`config.mk`:
```
export PLATFORM = sky130hd
export DESIGN_NAME = led_driver_frame_encoder_flat
export DESIGN_NICKNAME = d
export VERILOG_FILES = /design/src/rtl/core/ldfe_pkg.sv /design/src/rtl/core/ldfe_if.sv /design/src/rtl/core/ldfe_lane.sv /design/src/rtl/core/ldfe_merge.sv /design/src/rtl/core/ldfe_serializer.sv /design/src/rtl/core/led_driver_frame_encoder.sv /design/src/flat_wrapper.sv
export SDC_FILE = /design/constraint.sdc
export NUM_CORES = 1
export LEC_CHECK = 0
export BUFFER_PORTS_ARGS = -buffer_cell sky130_fd_sc_hd__buf_2
export CAP_MARGIN = 10
export CORE_ASPECT_RATIO = 0.8
export CORE_MARGIN = 4
export CORE_UTILIZATION = 55
export DETAILED_ROUTE_END_ITERATION = 7
export PLACE_DENSITY = 0.76
export SLEW_MARGIN = 20
export SYNTH_ARGS = -nofsm -noshare
export SYNTH_HDL_FRONTEND = slang
export SYNTH_SLANG_ARGS = --single-unit
```
`constraint.sdc`:
```
create_clock -name clk -period 7.9 [get_ports clk]
set_input_delay 0 -clock clk [delete_from_list [all_inputs] [get_ports clk]]
set_output_delay 0 -clock clk [all_outputs]
set_load 0.1 [all_outputs]
```
`src/rtl/core/ldfe_pkg.sv`:
```
package ldfe_pkg;

  localparam int FRAME_LEN = 14;
  localparam int NUM_CH    = 5;
  localparam int CNT_W     = $clog2(FRAME_LEN);

  typedef logic [7:0]         byte_t;
  typedef logic [7:0]         level_t;
  typedef logic [4:0]         current_t;
  typedef logic [2:0]         source_t;
  typedef logic [9:0]         level10_t;
  typedef logic [CNT_W-1:0]   count_t;
  typedef byte_t  [FRAME_LEN-1:0] frame_t;
  typedef level_t [NUM_CH-1:0]    levels_t;
  typedef byte_t  [NUM_CH-1:0]    lane_bytes_t;

  // Register indexes of the configuration port.
  typedef enum logic [2:0] {
    REG_RGB_CURRENT = 3'd0,
    REG_CW_CURRENT  = 3'd1,
    REG_SLOT0_SRC   = 3'd2,
    REG_SLOT1_SRC   = 3'd3,
    REG_SLOT2_SRC   = 3'd4,
    REG_SLOT3_SRC   = 3'd5,
    REG_SLOT4_SRC   = 3'd6
  } reg_index_t;

  localparam byte_t ADDR_STANDBY = 8'h81;
  localparam byte_t ADDR_DATA    = 8'hE1;
  localparam byte_t STANDBY_CMD  = 8'h03;
  localparam byte_t ZERO_BYTE    = 8'h00;
  localparam byte_t CW_PREFIX    = 8'hC0;
  localparam current_t RGB_IDLE_CODE = 5'd1;

  localparam current_t RGB_CURRENT_RST = 5'd14;
  localparam current_t CW_CURRENT_RST  = 5'd30;
  localparam source_t  SLOT0_SRC_RST   = 3'd2;
  localparam source_t  SLOT1_SRC_RST   = 3'd0;
  localparam source_t  SLOT2_SRC_RST   = 3'd1;
  localparam source_t  SLOT3_SRC_RST   = 3'd3;
  localparam source_t  SLOT4_SRC_RST   = 3'd4;

  // Frame assembled by the merge stage, with its valid flag.
  typedef struct packed {
    logic   valid;
    frame_t bytes;
  } frame_stage_t;

  // Keeps bits 7..1 and puts their XOR into bit 0.
  function automatic byte_t with_parity(byte_t b);
    return {b[7:1], ^b[7:1]};
  endfunction

endpackage

```
`src/rtl/core/ldfe_if.sv`:
```
interface ldfe_in_if;
  logic                valid;
  logic                ready;
  ldfe_pkg::level_t    level_red;
  ldfe_pkg::level_t    level_green;
  ldfe_pkg::level_t    level_blue;
  ldfe_pkg::level_t    level_cold;
  ldfe_pkg::level_t    level_warm;

  modport source (output valid, level_red, level_green, level_blue, level_cold, level_warm,
                  input ready);
  modport sink   (input valid, level_red, level_green, level_blue, level_cold, level_warm,
                  output ready);
endinterface

interface ldfe_out_if;
  logic              valid;
  logic              ready;
  ldfe_pkg::byte_t   frame_byte;
  logic              is_address;
  logic              last;

  modport source (output valid, frame_byte, is_address, last, input ready);
  modport sink   (input valid, frame_byte, is_address, last, output ready);
endinterface

interface ldfe_cfg_if;
  logic        valid;
  logic        ready;
  logic [2:0]  index;
  logic [4:0]  data;

  modport source (output valid, index, data, input ready);
  modport sink   (input valid, index, data, output ready);
endinterface

```
`src/rtl/core/ldfe_lane.sv`:
```
module ldfe_lane (
  input  ldfe_pkg::levels_t  levels,
  input  ldfe_pkg::source_t  source,
  output ldfe_pkg::byte_t    byte_hi,
  output ldfe_pkg::byte_t    byte_lo
);

  ldfe_pkg::level_t   v;
  logic [1:0]         frac;
  ldfe_pkg::level10_t l10;

  always_comb begin
    case (source)
      3'd0:    v = levels[0];
      3'd1:    v = levels[1];
      3'd2:    v = levels[2];
      3'd3:    v = levels[3];
      3'd4:    v = levels[4];
      default: v = '0;
    endcase
  end

  // v*1023/255 equals 4v plus floor(v/85), and v/85 never exceeds 3.
  always_comb begin
    if (v == 8'd255) begin
      frac = 2'd3;
    end else if (v >= 8'd170) begin
      frac = 2'd2;
    end else if (v >= 8'd85) begin
      frac = 2'd1;
    end else begin
      frac = 2'd0;
    end
  end

  assign l10     = {v, 2'b00} + {8'd0, frac};
  assign byte_hi = ldfe_pkg::with_parity({2'b00, l10[9:5], 1'b0});
  assign byte_lo = ldfe_pkg::with_parity({2'b00, l10[4:0], 1'b0});

endmodule

```
`src/rtl/core/ldfe_merge.sv`:
```
module ldfe_merge (
  input  logic                    clk,
  input  logic                    rst,
  input  logic                    in_valid,
  output logic                    in_ready,
  input  ldfe_pkg::levels_t       levels,
  input  ldfe_pkg::current_t      rgb_current,
  input  ldfe_pkg::current_t      cw_current,
  input  ldfe_pkg::lane_bytes_t   lane_hi,
  input  ldfe_pkg::lane_bytes_t   lane_lo,
  input  logic                    take,
  output ldfe_pkg::frame_stage_t  stage
);

  ldfe_pkg::frame_t   frame_next;
  ldfe_pkg::current_t rgb_code;
  ldfe_pkg::byte_t    cw_byte;
  logic               all_zero;
  logic               rgb_on;

  assign rgb_on   = (levels[0] != '0) || (levels[1] != '0) || (levels[2] != '0);
  assign all_zero = !rgb_on && (levels[3] == '0) && (levels[4] == '0);
  assign rgb_code = rgb_on ? rgb_current : ldfe_pkg::RGB_IDLE_CODE;
  assign cw_byte  = ldfe_pkg::with_parity(ldfe_pkg::CW_PREFIX | {2'b00, cw_current, 1'b0});

  always_comb begin
    frame_next[1] = ldfe_pkg::ZERO_BYTE;
    frame_next[3] = cw_byte;
    if (all_zero) begin
      frame_next[0] = ldfe_pkg::ADDR_STANDBY;
      frame_next[2] = ldfe_pkg::STANDBY_CMD;
      for (int i = 4; i < ldfe_pkg::FRAME_LEN; i++) begin
        frame_next[i] = ldfe_pkg::ZERO_BYTE;
      end
    end else begin
      frame_next[0] = ldfe_pkg::ADDR_DATA;
      frame_next[2] = ldfe_pkg::with_parity({2'b00, rgb_code, 1'b0});
      for (int i = 0; i < ldfe_pkg::NUM_CH; i++) begin
        frame_next[4 + 2 * i] = lane_hi[i];
        frame_next[5 + 2 * i] = lane_lo[i];
      end
    end
  end

  // The stage frees up in the same cycle the serializer takes its frame.
  assign in_ready = !stage.valid || take;

  always_ff @(posedge clk) begin
    if (rst) begin
      stage.valid <= 1'b0;
    end else if (in_valid && in_ready) begin
      stage.valid <= 1'b1;
    end else if (take) begin
      stage.valid <= 1'b0;
    end
    if (in_valid && in_ready) begin
      stage.bytes <= frame_next;
    end
  end

endmodule

```
`src/rtl/core/ldfe_serializer.sv`:
```
module ldfe_serializer (
  input  logic                    clk,
  input  logic                    rst,
  input  ldfe_pkg::frame_stage_t  stage,
  output logic                    take,
  output logic                    out_valid,
  input  logic                    out_ready,
  output ldfe_pkg::byte_t         out_byte,
  output logic                    out_is_address,
  output logic                    out_last
);

  localparam ldfe_pkg::count_t LAST_IDX = ldfe_pkg::count_t'(ldfe_pkg::FRAME_LEN - 1);

  ldfe_pkg::frame_t shift;
  ldfe_pkg::count_t cnt;
  logic             busy;
  logic             xfer;

  assign xfer = busy && out_ready;
  assign take = stage.valid && (!busy || (xfer && cnt == LAST_IDX));

  always_ff @(posedge clk) begin
    if (rst) begin
      busy <= 1'b0;
      cnt  <= '0;
    end else if (take) begin
      busy <= 1'b1;
      cnt  <= '0;
    end else if (xfer) begin
      if (cnt == LAST_IDX) begin
        busy <= 1'b0;
        cnt  <= '0;
      end else begin
        cnt <= cnt + 1'b1;
      end
    end
    if (take) begin
      shift <= stage.bytes;
    end else if (xfer) begin
      shift <= {ldfe_pkg::ZERO_BYTE, shift[ldfe_pkg::FRAME_LEN-1:1]};
    end
  end

  assign out_valid      = busy;
  assign out_byte       = shift[0];
  assign out_is_address = (cnt == '0);
  assign out_last       = (cnt == LAST_IDX);

endmodule

```
`src/rtl/core/led_driver_frame_encoder.sv`:
```
// Five-channel LED driver frame encoder.
// The item channel carries five 8-bit levels (red, green, blue, cold, warm).
// Each accepted item yields one 14-byte command frame on the frame channel,
// one byte per transfer, first byte flagged is_address, final byte flagged last.
// The cfg channel writes the current codes and the slot routing; it is always
// ready and a write to an index beyond the register list is dropped.
// Five scaling lanes and the frame merge run in the cycle of the item
// transfer. The merged frame waits in a stage register until the serializer
// is free and is then loaded into the serializer shift register, which
// drives the first byte of the frame.
// Throughput: the serializer sends one byte per cycle while the receiver is
// ready. The next item is taken while the current frame is still going out,
// so the frame channel streams without gaps.
// When the receiver stalls, the current byte holds and at most one further
// frame waits in the stage register. Reset empties both stages and restores
// the register defaults.
module led_driver_frame_encoder (
  input  logic   clk,
  input  logic   rst,
  ldfe_in_if.sink    item,
  ldfe_out_if.source frame,
  ldfe_cfg_if.sink   cfg
);

  ldfe_pkg::current_t     rgb_current;
  ldfe_pkg::current_t     cw_current;
  ldfe_pkg::source_t      slot_source [ldfe_pkg::NUM_CH];
  ldfe_pkg::levels_t      levels;
  ldfe_pkg::lane_bytes_t  lane_hi;
  ldfe_pkg::lane_bytes_t  lane_lo;
  ldfe_pkg::frame_stage_t stage;
  logic                   take;

  assign cfg.ready = 1'b1;

  always_ff @(posedge clk) begin
    if (rst) begin
      rgb_current    <= ldfe_pkg::RGB_CURRENT_RST;
      cw_current     <= ldfe_pkg::CW_CURRENT_RST;
      slot_source[0] <= ldfe_pkg::SLOT0_SRC_RST;
      slot_source[1] <= ldfe_pkg::SLOT1_SRC_RST;
      slot_source[2] <= ldfe_pkg::SLOT2_SRC_RST;
      slot_source[3] <= ldfe_pkg::SLOT3_SRC_RST;
      slot_source[4] <= ldfe_pkg::SLOT4_SRC_RST;
    end else if (cfg.valid) begin
      unique case (cfg.index)
        ldfe_pkg::REG_RGB_CURRENT: rgb_current    <= cfg.data;
        ldfe_pkg::REG_CW_CURRENT:  cw_current     <= cfg.data;
        ldfe_pkg::REG_SLOT0_SRC:   slot_source[0] <= cfg.data[2:0];
        ldfe_pkg::REG_SLOT1_SRC:   slot_source[1] <= cfg.data[2:0];
        ldfe_pkg::REG_SLOT2_SRC:   slot_source[2] <= cfg.data[2:0];
        ldfe_pkg::REG_SLOT3_SRC:   slot_source[3] <= cfg.data[2:0];
        ldfe_pkg::REG_SLOT4_SRC:   slot_source[4] <= cfg.data[2:0];
        default: ;
      endcase
    end
  end

  assign levels[0] = item.level_red;
  assign levels[1] = item.level_green;
  assign levels[2] = item.level_blue;
  assign levels[3] = item.level_cold;
  assign levels[4] = item.level_warm;

  for (genvar i = 0; i < ldfe_pkg::NUM_CH; i++) begin : g_lane
    ldfe_lane u_lane (
      .levels  (levels),
      .source  (slot_source[i]),
      .byte_hi (lane_hi[i]),
      .byte_lo (lane_lo[i])
    );
  end

  ldfe_merge u_merge (
    .clk         (clk),
    .rst         (rst),
    .in_valid    (item.valid),
    .in_ready    (item.ready),
    .levels      (levels),
    .rgb_current (rgb_current),
    .cw_current  (cw_current),
    .lane_hi     (lane_hi),
    .lane_lo     (lane_lo),
    .take        (take),
    .stage       (stage)
  );

  ldfe_serializer u_serializer (
    .clk            (clk),
    .rst            (rst),
    .stage          (stage),
    .take           (take),
    .out_valid      (frame.valid),
    .out_ready      (frame.ready),
    .out_byte       (frame.frame_byte),
    .out_is_address (frame.is_address),
    .out_last       (frame.last)
  );

endmodule

```
`src/flat_wrapper.sv`:
```
// flat-port wrapper written by rule: the top's interface ports become plain ports
module led_driver_frame_encoder_flat 
  (clk, rst, item_valid, item_level_red, item_level_green, item_level_blue, item_level_cold, item_level_warm, item_ready, frame_valid, frame_frame_byte, frame_is_address, frame_last, frame_ready, cfg_valid, cfg_index, cfg_data, cfg_ready);
  ldfe_in_if item_i ();
  ldfe_out_if frame_i ();
  ldfe_cfg_if cfg_i ();
  input  logic clk;
  input  logic rst;
  input wire logic [$bits(item_i.valid)-1:0] item_valid;
  input wire logic [$bits(item_i.level_red)-1:0] item_level_red;
  input wire logic [$bits(item_i.level_green)-1:0] item_level_green;
  input wire logic [$bits(item_i.level_blue)-1:0] item_level_blue;
  input wire logic [$bits(item_i.level_cold)-1:0] item_level_cold;
  input wire logic [$bits(item_i.level_warm)-1:0] item_level_warm;
  output wire logic [$bits(item_i.ready)-1:0] item_ready;
  output wire logic [$bits(frame_i.valid)-1:0] frame_valid;
  output wire logic [$bits(frame_i.frame_byte)-1:0] frame_frame_byte;
  output wire logic [$bits(frame_i.is_address)-1:0] frame_is_address;
  output wire logic [$bits(frame_i.last)-1:0] frame_last;
  input wire logic [$bits(frame_i.ready)-1:0] frame_ready;
  input wire logic [$bits(cfg_i.valid)-1:0] cfg_valid;
  input wire logic [$bits(cfg_i.index)-1:0] cfg_index;
  input wire logic [$bits(cfg_i.data)-1:0] cfg_data;
  output wire logic [$bits(cfg_i.ready)-1:0] cfg_ready;
  assign item_i.valid = item_valid;
  assign item_i.level_red = item_level_red;
  assign item_i.level_green = item_level_green;
  assign item_i.level_blue = item_level_blue;
  assign item_i.level_cold = item_level_cold;
  assign item_i.level_warm = item_level_warm;
  assign item_ready = item_i.ready;
  assign frame_valid = frame_i.valid;
  assign frame_frame_byte = frame_i.frame_byte;
  assign frame_is_address = frame_i.is_address;
  assign frame_last = frame_i.last;
  assign frame_i.ready = frame_ready;
  assign cfg_i.valid = cfg_valid;
  assign cfg_i.index = cfg_index;
  assign cfg_i.data = cfg_data;
  assign cfg_ready = cfg_i.ready;
  led_driver_frame_encoder u_core (.clk(clk), .rst(rst), .item(item_i), .frame(frame_i), .cfg(cfg_i));
endmodule
```
==> out/qor_table.md <==
| Group | Item | This run |
| --- | --- | --- |
| critical path | Data required, critical path | 8100 ps |
| clock tree | Clk buf depth | 2 |
| route | Routed WL per cell | 20.3 µm |
| clock tree | Inserted Clock Buffers | 17 |
| power and ir drop | Clk network pwr share | 32.7% |
| final layout | Total of fill cells in the finished design | 1476 |
| final layout | Combined area of the multi-input logic cells | 4390 µm² |
| logic synthesis | Synth warnings | 0 |
| place | Port Buf Inserts | 64 |
| worst hold path | WHS Path Cells | 3 |
| clock tree | CTS tree | yes |
| logic synthesis | Mapped cell area | 10400 µm² |
| logic synthesis | Async set-reset flop share out of synthesis | 0% |
| final layout | Layout cells sized above 1 | 17.4% |
| route | Number of nets with antenna violations after routing | 0 |
| logic synthesis | Number of unique standard cell types used by synthesis | 76 |
| route | Via density per instance | 5.99 |
| final layout | FF/Latch Area | 5640 µm² |
| route | Post-route DRC violation count | 0 |
| timing | Worst hold slack after final layout | 62.5 ps |
| logic synthesis | Synthesized net count | 1006 |
| logic synthesis | Proportion of synthesized chip area in sequential cells | 54.0% |
| die | Number of rows created at floorplan | 44 |
| timing | Slew at the pin closest to its max-slew limit | 1070 ps |
| route | Total detailed-routing wirelength | 25300 µm |
| power and ir drop | Internal power contribution | 1870 µW |
| job | Max-capacitance violation count | 0 |
| logic synthesis | Leading area contributor after synthesis | sky130_fd_sc_hd__edfxtp_1 |
| power and ir drop | Power consumption | 2680 µW |
| clock tree | Clock net sink count | 193 |
| global route | Global Route Usage Sum | 23.9% |
| status | Outcome | finished, final reports clean |
| critical path | Arr. time, crit path | 3310 ps |
| global route | Antenna violations before repair | 0 |
| logic synthesis | Cells taking the most area after synthesis | sky130_fd_sc_hd__edfxtp_1, sky130_fd_sc_hd__nand2_1, sky130_fd_sc_hd__mux2i_1 |
| die | Die Area | 21300 µm² |
| clock tree | Number of levels in the clock H-tree | 4 |
| clock tree | Setup bufs post-CTS | 0 |
| logic synthesis | Leading cell type by number of instances after synthesis | sky130_fd_sc_hd__nand2_1 |
| power and ir drop | NetSw | 813 µW |
| clock tree | Hold_buf cts | 13 |
| logic synthesis | Area fraction of the dominant cell type after synthesis | 50.9% |
| die | Horiz. Die Dim | 162 µm |
| timing | Max-slew headroom at the worst pin | 28.5% |
| critical path | Reg2reg path depth | 10 |
| power and ir drop | Sequential power share | 48.9% |
| clock tree | Clock insertion delay at the later pin of the skew report | 440 ps |
| place | Detail Placement HPWL | 16900 µm |
| final layout | Final net count | 1051 |
| die | Effective utilization at floorplan | 56.8% |
| global route | First-pass GRT wire length | 39300 µm |
| logic synthesis | Commonest register cell after synthesis | sky130_fd_sc_hd__edfxtp_1 |
| timing | Accumulated negative setup slack | 0 ps |
| logic synthesis | Yosys reg bits | 193 |
| logic synthesis | Top cells by instance count after synthesis | sky130_fd_sc_hd__nand2_1, sky130_fd_sc_hd__edfxtp_1, sky130_fd_sc_hd__a22oi_1, sky130_fd_sc_hd__mux2i_1, sky130_fd_sc_hd__xnor2_1 |
| power and ir drop | Worst IR drop on VDD | 0.000152 V |
| power and ir drop | Switching power share of the total | 30.3% |
| timing | Setup Skew | 13.0 ps |
| die | Total I/O pin count | 66 |
| timing | Achievable clock frequency | 321 MHz |
| logic synthesis | Synthesized area divided by synthesized cell count | 11.2 µm² |
| route | Detailed Route Iter0 Violations | 817 |
| timing | RSZ-0062 raised after global routing | false |
| timing | Final hold viol count | 0 |
| critical path | Element type at the critical path start | flop |
| logic synthesis | Number of enable flip-flop cells after synthesis | 177 |
| worst hold path | Hold/Removal Path Class | input pin to flop |
| power and ir drop | Combinational fraction of design power | 18.5% |
| clock tree | Post-CTS sizing | 0 |
| power and ir drop | Power Density | 233 nW/µm² |
| global route | Pin count of the biggest net entering global routing | 84 |
| critical path | Type of element capturing the critical path | flop |
| critical path | Path type of the worst setup path | flop to flop |
| timing | Min Clock Period, post-route | 3110 ps |
| clock tree | CTS Root Cell | sky130_fd_sc_hd__clkbuf_16 |
| final layout | Number of antenna cells inserted | 0 |
| global route | Residual overflow from global routing | 0 |
| place | Final weighted congestion in routability-driven placement | 0.965 |
| clock tree | Clock slew at reported path FFs | 80 ps |
| route | 1st-pass router iterations | 5 |
| final layout | Synth-to-Final Area Change | 10.4% |
| critical path | Largest fanout on the critical path | 19 |
| die | Die Height | 131 µm |
| logic synthesis | Post-synthesis instance total | 933 |
| timing | Final worst slack | 4790 ps |
| die | Area of the core | 18400 µm² |
| global route | Number of global-route vias before repair | 7031 |
| route | Detailed-route via count | 7455 |
| timing | Slew Limit Fails | 0 |
| timing | Final cycle utilization of the critical path | 39.4% |
| power and ir drop | Leakage power summed over all cells | 0.00448 µW |
| timing | Count of endpoints failing setup in the final report | 0 |
| place | Pre-CTS setup slack | 4870 ps |
[worst paths after layout]
kind                                                              from                                 endpoint  slack, ps
worst max register to register      u_core.slot_source[0][9]$_DFFE_PP_   u_core.u_merge.stage[88]$_SDFFCE_PP0P_       4790
worst max-delay path                u_core.slot_source[0][9]$_DFFE_PP_   u_core.u_merge.stage[88]$_SDFFCE_PP0P_       4790
worst min register to register  u_core.u_merge.stage[85]$_SDFFCE_PP0P_  u_core.u_serializer.shift[85]$_DFFE_PP_        510
worst min-delay path                                         cfg_valid  u_core.slot_source[0][14]$_SDFFCE_PP1P_         60
[per-stage QoR]
step           instances  util [%]  area [µm²]
6_report            1244      62.7       11500
3_3_place_gp        1199      58.7       10800
5_1_grt             1244      62.7       11500
3_5_place_dp        1199      58.7       10800
2_1_floorplan        933         -       10400
4_1_cts             1244      62.7       11500
[area by class of cell]
type,instances,share of cell area [%]
flip-flops and latches,193,48.9
multi-input cells,661,38.1
repair buffers,82,4.23
clock buffers,17,3.69
well taps,253,2.75
clock inverters,15,1.63
inverters,23,0.749
[logic make-up after synthesis]
kind of cell,after synthesis,share of synthesized area (%)
and+or+nand+nor,371,17.0
DFF,193,54.0
AOI/OAI and AO/OA,169,12.8
buffers and inverters,79,4.12
muxes,66,6.83
xor gates and xnor gates,34,2.85
adders and majority gates,20,2.40
other,1,0.0359
[registers in the layout, summed over array words and instances (netlist names)]
signal	flops
u_core.u_serializer.out_valid	1
u_core.slot_source	15
u_core.u_serializer.out_byte	8
u_core.rgb_current	5
u_core.u_serializer.cnt	4
u_core.u_serializer.shift	81
u_core.u_merge.stage	74
u_core.cw_current	5
[layout by cell type (no fill, tap or decap), types with 5 or more instances in the layout]
cell type	instances
sky130_fd_sc_hd__buf_4	5
sky130_fd_sc_hd__a211oi_1	5
sky130_fd_sc_hd__o21ai_1	8
sky130_fd_sc_hd__a22oi_1	36
sky130_fd_sc_hd__nand3_1	6
sky130_fd_sc_hd__xnor2_1	27
sky130_fd_sc_hd__edfxtp_1	177
sky130_fd_sc_hd__nor3_1	10
sky130_fd_sc_hd__dlygate4sd3_1	13
sky130_fd_sc_hd__o22ai_1	18
sky130_fd_sc_hd__nor2b_1	12
sky130_fd_sc_hd__mux2_1	8
sky130_fd_sc_hd__o22ai_2	13
sky130_fd_sc_hd__clkbuf_16	17
sky130_fd_sc_hd__ha_1	20
sky130_fd_sc_hd__clkinv_8	6
sky130_fd_sc_hd__nor4_1	12
sky130_fd_sc_hd__nor3b_1	8
sky130_fd_sc_hd__o21ai_0	6
sky130_fd_sc_hd__o21bai_1	5
sky130_fd_sc_hd__nor2_1	15
sky130_fd_sc_hd__nand2_1	229
sky130_fd_sc_hd__nand2b_1	14
sky130_fd_sc_hd__xor2_1	7
sky130_fd_sc_hd__and3_1	8
sky130_fd_sc_hd__a21oi_1	21
sky130_fd_sc_hd__and2_1	21
sky130_fd_sc_hd__buf_2	64
sky130_fd_sc_hd__dfxtp_1	16
sky130_fd_sc_hd__mux2_2	18
sky130_fd_sc_hd__inv_6	5
sky130_fd_sc_hd__inv_1	21
sky130_fd_sc_hd__mux2i_1	36
sky130_fd_sc_hd__nand3b_1	7
sky130_fd_sc_hd__o21a_1	11
sky130_fd_sc_hd__a22oi_2	5
[worst max-delay path, stage by stage, from the launching register on]
cell and delay, ps:
sky130_fd_sc_hd__edfxtp_1 860, sky130_fd_sc_hd__nor2b_4 350, sky130_fd_sc_hd__a22oi_1 130, sky130_fd_sc_hd__o22ai_1 350
sky130_fd_sc_hd__inv_1 120, sky130_fd_sc_hd__ha_1 210, sky130_fd_sc_hd__nand2b_1 130, sky130_fd_sc_hd__a21bo_1 190
sky130_fd_sc_hd__a221oi_2 320, sky130_fd_sc_hd__o21a_1 170, sky130_fd_sc_hd__nor3_2 40
[routing by layer]
metal / global-route usage (%) / vias up / part of all wire (%)
met5: 0 / - / 0
met4: 8.03 / 0 / 2.9
met3: 6.61 / 65 / 9.9
met2: 33.8 / 384 / 43
met1: 35.6 / 3530 / 44
li1: - / 3476 / -
[power groups by stage]
stage | Clock (µW) | Sequential (µW) | Combinational [µW]
2_1_floorplan | 0 | 1300 | 393
3_3_place_gp | 0 | 1330 | 471
3_5_place_dp | 0 | 1330 | 484
4_1_cts | 886 | 1310 | 491
5_1_grt | 933 | 1320 | 540
6_report | 876 | 1310 | 495
Power figures use the tool's default switching activity.
